File: src/rtl/core/aft_pkg.sv
// Package for the box-versus-frustum culling block.
// Holds plane register packing, field widths and fixed-point constants.
// No dependencies.
package aft_pkg;

    localparam int FIELD_W   = 16;  // width of every box field and plane part
    localparam int PLANE_W   = 64;  // width of one plane register
    localparam int REG_COUNT = 6;   // plane registers that exist
    localparam int CFG_IDX_W = 3;   // register index width
    localparam int NORM_FRAC = 14;  // fraction bits of the Q1.14 normal

    // Packed plane register: w in bits 63:48, nz 47:32, ny 31:16, nx 15:0.
    typedef struct packed {
        logic signed [FIELD_W-1:0] w;
        logic signed [FIELD_W-1:0] nz;
        logic signed [FIELD_W-1:0] ny;
        logic signed [FIELD_W-1:0] nx;
    } plane_t;

endpackage

File: src/rtl/core/aft_cell.sv
// One cell of the culling chain: tests the passing box against one plane.
// Two register stages: near-corner products, then sum and sign test.
// Depends on aft_pkg.
module aft_cell #(
    parameter int COORD_WIDTH = 16
) (
    input  logic                                     clk,
    input  logic                                     rst_n,
    input  aft_pkg::plane_t                          plane,
    input  logic                                     up_valid,
    output logic                                     up_ready,
    input  logic [aft_pkg::FIELD_W-1:0]              up_tag,
    input  logic [2:0][COORD_WIDTH-1:0]              up_lo,
    input  logic [2:0][COORD_WIDTH-1:0]              up_hi,
    input  logic                                     up_inside,
    output logic                                     dn_valid,
    input  logic                                     dn_ready,
    output logic [aft_pkg::FIELD_W-1:0]              dn_tag,
    output logic [2:0][COORD_WIDTH-1:0]              dn_lo,
    output logic [2:0][COORD_WIDTH-1:0]              dn_hi,
    output logic                                     dn_inside
);
    import aft_pkg::*;

    localparam int PROD_W = FIELD_W + COORD_WIDTH;
    localparam int WT_W   = FIELD_W + NORM_FRAC;
    localparam int ACC_W  = ((PROD_W > WT_W) ? PROD_W : WT_W) + 2;

    // Stage A: products
    logic                          valid_a_reg;
    logic [FIELD_W-1:0]            tag_a_reg;
    logic [2:0][COORD_WIDTH-1:0]   lo_a_reg;
    logic [2:0][COORD_WIDTH-1:0]   hi_a_reg;
    logic                          inside_a_reg;
    logic signed [PROD_W-1:0]      prod_a_reg [3];
    logic signed [PROD_W-1:0]      prod_next  [3];

    // Stage B: verdict
    logic                          valid_b_reg;
    logic [FIELD_W-1:0]            tag_b_reg;
    logic [2:0][COORD_WIDTH-1:0]   lo_b_reg;
    logic [2:0][COORD_WIDTH-1:0]   hi_b_reg;
    logic                          inside_b_reg;
    logic                          inside_next;

    logic                          ready_a;
    logic                          ready_b;
    logic signed [FIELD_W-1:0]     norm [3];
    logic signed [COORD_WIDTH-1:0] near [3];
    logic signed [PROD_W-1:0]      norm_ext [3];
    logic signed [PROD_W-1:0]      near_ext [3];
    logic signed [ACC_W-1:0]       acc;

    assign ready_b  = !valid_b_reg || dn_ready;
    assign ready_a  = !valid_a_reg || ready_b;
    assign up_ready = ready_a;

    assign norm[0] = plane.nx;
    assign norm[1] = plane.ny;
    assign norm[2] = plane.nz;

    // Pick the near corner per axis: min where the normal is positive, else max.
    always_comb
    begin
        for (int a = 0; a < 3; a++)
        begin
            near[a]      = (norm[a] > 0) ? signed'(up_lo[a]) : signed'(up_hi[a]);
            norm_ext[a]  = PROD_W'(norm[a]);
            near_ext[a]  = PROD_W'(near[a]);
            prod_next[a] = norm_ext[a] * near_ext[a];
        end
    end

    always_comb
    begin
        acc = ACC_W'(prod_a_reg[0]) + ACC_W'(prod_a_reg[1]) + ACC_W'(prod_a_reg[2])
            + (ACC_W'(plane.w) <<< NORM_FRAC);
        // Strictly positive test value means the box lies outside this plane.
        inside_next = inside_a_reg && (acc[ACC_W-1] || (acc == '0));
    end

    always_ff @(posedge clk or negedge rst_n)
    begin
        if (!rst_n)
        begin
            valid_a_reg <= 1'b0;
            valid_b_reg <= 1'b0;
        end
        else
        begin
            if (ready_a)
                valid_a_reg <= up_valid;
            if (ready_b)
                valid_b_reg <= valid_a_reg;
        end
    end

    always_ff @(posedge clk)
    begin
        if (ready_a && up_valid)
        begin
            tag_a_reg    <= up_tag;
            lo_a_reg     <= up_lo;
            hi_a_reg     <= up_hi;
            inside_a_reg <= up_inside;
            for (int a = 0; a < 3; a++)
                prod_a_reg[a] <= prod_next[a];
        end
        if (ready_b && valid_a_reg)
        begin
            tag_b_reg    <= tag_a_reg;
            lo_b_reg     <= lo_a_reg;
            hi_b_reg     <= hi_a_reg;
            inside_b_reg <= inside_next;
        end
    end

    assign dn_valid  = valid_b_reg;
    assign dn_tag    = tag_b_reg;
    assign dn_lo     = lo_b_reg;
    assign dn_hi     = hi_b_reg;
    assign dn_inside = inside_b_reg;

endmodule

File: config.mk
export PLATFORM = sky130hd
export DESIGN_NAME = aft_cell
export DESIGN_NICKNAME = d
export VERILOG_FILES = /design/src/rtl/core/aft_pkg.sv /design/src/rtl/core/aft_cell.sv
export SDC_FILE = /design/constraint.sdc
export NUM_CORES = 2
export LEC_CHECK = 0
export BUFFER_PORTS_ARGS = -buffer_cell sky130_fd_sc_hd__buf_2
export CAP_MARGIN = 20
export CORE_MARGIN = 10
export CORE_UTILIZATION = 60
export DETAILED_ROUTE_END_ITERATION = 16
export MAX_ROUTING_LAYER = met4
export PLACE_DENSITY = 0.81
export RECOVER_POWER = 25
export SETUP_SLACK_MARGIN = 0.02
export SLEW_MARGIN = 10
export SYNTH_ARGS = -nofsm -noshare
export SYNTH_HDL_FRONTEND = slang
export SYNTH_SLANG_ARGS = --single-unit
File: constraint.sdc
create_clock -name clk -period 9.2 [get_ports clk]
set_input_delay 1.38 -clock clk [delete_from_list [all_inputs] [get_ports clk]]
set_output_delay 1.38 -clock clk [all_outputs]
set_load 0.01 [all_outputs]
==> results.ini <==
[outcome]
outcome=finished, final reports clean

[synthesis]
yosysWarnings=0
ys_seq_area_share_pct=22.8
syn-cell-area_sq_um=42600
synth_edf_count=322
synthDistinctLibCells=68
synth-compound-area-share_pct=4.72
avgSynthCellArea_sq_um=10.9
ys_top_cells_by_area=fa_1, edfxtp_1, ha_1
synthMuxAreaShare_pct=1.33
synth_nets=5217
syn_inst=3908
synthAdderAreaFrac_pct=47.9
synth-xor-area-share_pct=2.53
yosys.area_share.simple_pct=12.0
synthArstFlopShare_pct=0.617
ys.flop_type=edfxtp_1
synth_top_area_share_pct=39.4
ys_seq_elements=324
synth_top_area_cell=fa_1
synth_top_family_by_area=adder cells

[timing]
fin_tns_setup_ns=0
hold_viol=0
slew_viol_final=0
tightestPinTransition_ns=1.05
fmax_mhz=117
setup-violations-final=0
post-route-period-util_pct=93.1
slew_headroom_pct=30.3
fin_skew_ns=0.0259
rsz0062_at_grt=false
fin_crit_ns=8.56

[placement]
port_buffers=295
place_congestion=0.919
dp_hpwl_microns=84700

[worst_hold_path]
min_path_type=reg -> reg

[grt]
antenna_found_initial=4
grt_remaining_overflow=0
grt_max_degree=168
track_usage_pct=27.0
grt_pass1_wl_microns=168000
grt_pass1_vias=31400

[floorplanning]
row_count=97
core-area_sq_um=70100
initial_core_util_pct=60.7
fp.dieArea_sq_um=82000
dieWidth_microns=286
die-height_microns=286
io_pins=296

[clocking]
postCtsHoldBufs=0
clk_path_buf_depth=3
h-tree-depth=2
cts_tree=yes
cts_resized=0
path_clk_slew_ns=0.09
numCtsBuffers=38
cts_root_buffer=clkbuf_16
cts_setup_buffers=0
clk_latency_ns=0.59
cts.sinks=324

[detailed_routing]
drt_iter0_markers=2028
first_pass_iters=5
drc=0
vias=28300
antenna_left=0
routed_via_density=5.49
wirelength_microns=104000
wl_per_cell_microns=20.2

[setup_path]
worstPathArrival_ns=8.90
crit_path_max_fanout=16
critPathKind=in -> reg
crit_path_end_kind=flop
crit_required_ns=9.53
crit_path_start_kind=input pin

[cells_and_area]
drive_gt1_share_pct=9.99
largest_reg_flops=96
final_nets=5497
syn_to_final_growth_pct=9.29

[job]
maxCapViolCount=0

-- cells in the final DEF, fill, tap and decap left out, types with 6 or more instances in the layout --
master and n:
a31oi_1 11, buf_2 249, ha_1 290, nand4_1 8
mux2_2 29, o211ai_1 7, or3_1 7, nand2b_1 50
clkbuf_16 38, and3_1 12, a21o_1 56, xnor2_1 104
nor2_1 81, xor2_1 19, a21oi_1 101, or2_2 12
and2_1 138, nor3b_1 6, inv_1 867, fa_1 838
edfxtp_1 322, nand2_1 365, a2111oi_0 6, nor2b_1 251
o2111ai_1 6, o21a_1 11, o21bai_1 17, buf_4 55
nor3_1 19, mux2i_1 23, clkbuf_1 51, o21ai_0 41
nor4_1 14, nand3_1 18
-- kinds of logic (layout without fill, tap and decap cells) --
| family | count (synthesis) | in the layout |
|---|---|---|
| DFF | 324 | 324 |
| AOI/OAI and AO/OA | 306 | 306 |
| adders and majority gates | 1128 | 1128 |
| xor gates and xnor gates | 123 | 123 |
| and+or+nand+nor | 995 | 995 |
| buffers and inverters | 979 | 1287 |
| muxes | 53 | 53 |
| other | 0 | 2 |
-- final timing paths --
| path | start | endpoint | slack [ns] | cells past startpoint |
|---|---|---|---|---|
| min | lo_a_reg[2] | dn_lo[2] | 0.41 | 0 |
| max | plane[21] | prod_a_reg[0][63] | 0.64 | 27 |
| max reg2reg | prod_a_reg[0][2] | dn_inside | 4.46 | 14 |
| max in group asynchronous | rst_n | dn_valid | 8.50 | 1 |
| min reg2reg | lo_a_reg[2] | dn_lo[2] | 0.41 | 0 |
| min in group asynchronous | rst_n | valid_a_reg | 0.58 | 1 |
-- synth_stat cells (3+ instances only) --
master	instances
nand4_1	8
a2111oi_0	6
nor3_1	19
fa_1	838
mux2i_1	23
edfxtp_1	322
o21ai_1	5
or3_1	7
and4_1	5
a211oi_1	3
or2_2	12
nand2b_1	50
o21bai_1	17
inv_1	867
and3_1	12
a21o_1	56
xnor2_1	104
nand2_1	365
o2111ai_1	6
ha_1	290
a211o_1	4
a31oi_1	11
a41oi_1	5
clkbuf_1	110
o21ai_0	41
xor2_1	19
a21oi_1	101
nor2_1	81
nor4_1	14
o211ai_1	7
a221oi_1	3
and2_1	140
nand3_1	18
o21a_1	11
mux2_2	29
nor2b_1	251
nor3b_1	6
-- metal layers --
layer / wire length, microns / up-vias / GRT usage [%]
met5: 0 / - / -
li1: - / 12600 / -
met3: 8750 / 204 / 6.39
met1: 41100 / 14500 / 33.6
met4: 3040 / 0 / 7.71
met2: 51500 / 1078 / 43.9
-- worst max-delay path, cell delays in order --
cell      delay, ns
buf_2          0.11
nor4_1         0.53
a41oi_2        0.18
buf_4          0.26
mux2_2         0.43
and2_1         0.23
fa_1           0.54
inv_1          0.06
fa_1           0.51
fa_1           0.53
inv_1          0.06
fa_1           0.49
fa_1           0.51
inv_1          0.05
fa_1           0.47
inv_1          0.04
ha_1           0.35
a21o_1         0.21
a21o_1         0.16
a21oi_1        0.19
o21ai_0        0.15
or3b_2         0.49
o21ai_1        0.33
o2111a_1       0.26
o21bai_1       0.07
a21oi_1        0.19
xnor2_1        0.09
-- area by class of cell --
| cell class | count | area [sq um] |
|---|---|---|
| Antenna cell | 2 | 5.00 |
| Multi-Input combinational cell | 2605 | 29200 |
| Clock buffer | 43 | 970 |
| Tap cell | 940 | 1180 |
| Sequential cell | 324 | 9720 |
| Fill cell | 5420 | 23600 |
| Clock inverter | 25 | 340 |
| Timing Repair Buffer | 352 | 1870 |
| Inverter | 867 | 3250 |
-- through the flow --
stage               utilization, %  std cells  setup WS, ns  cell area (sq um)  hold WS (ns)
finish                        66.3       5158         0.638              46500         0.407
global route                  66.3       5158         0.355              46500         0.420
CTS                           66.4       5156         0.683              46600         0.408
detailed placement            64.5       5088        0.0750              45300         0.405
global placement              64.5       5088         0.229              45300         0.400
floorplan                        -       3908         0.440              42600         0.400
Power is not shown: default switching activity piles up to over one toggle a cycle in this logic, so the estimate is an artifact.
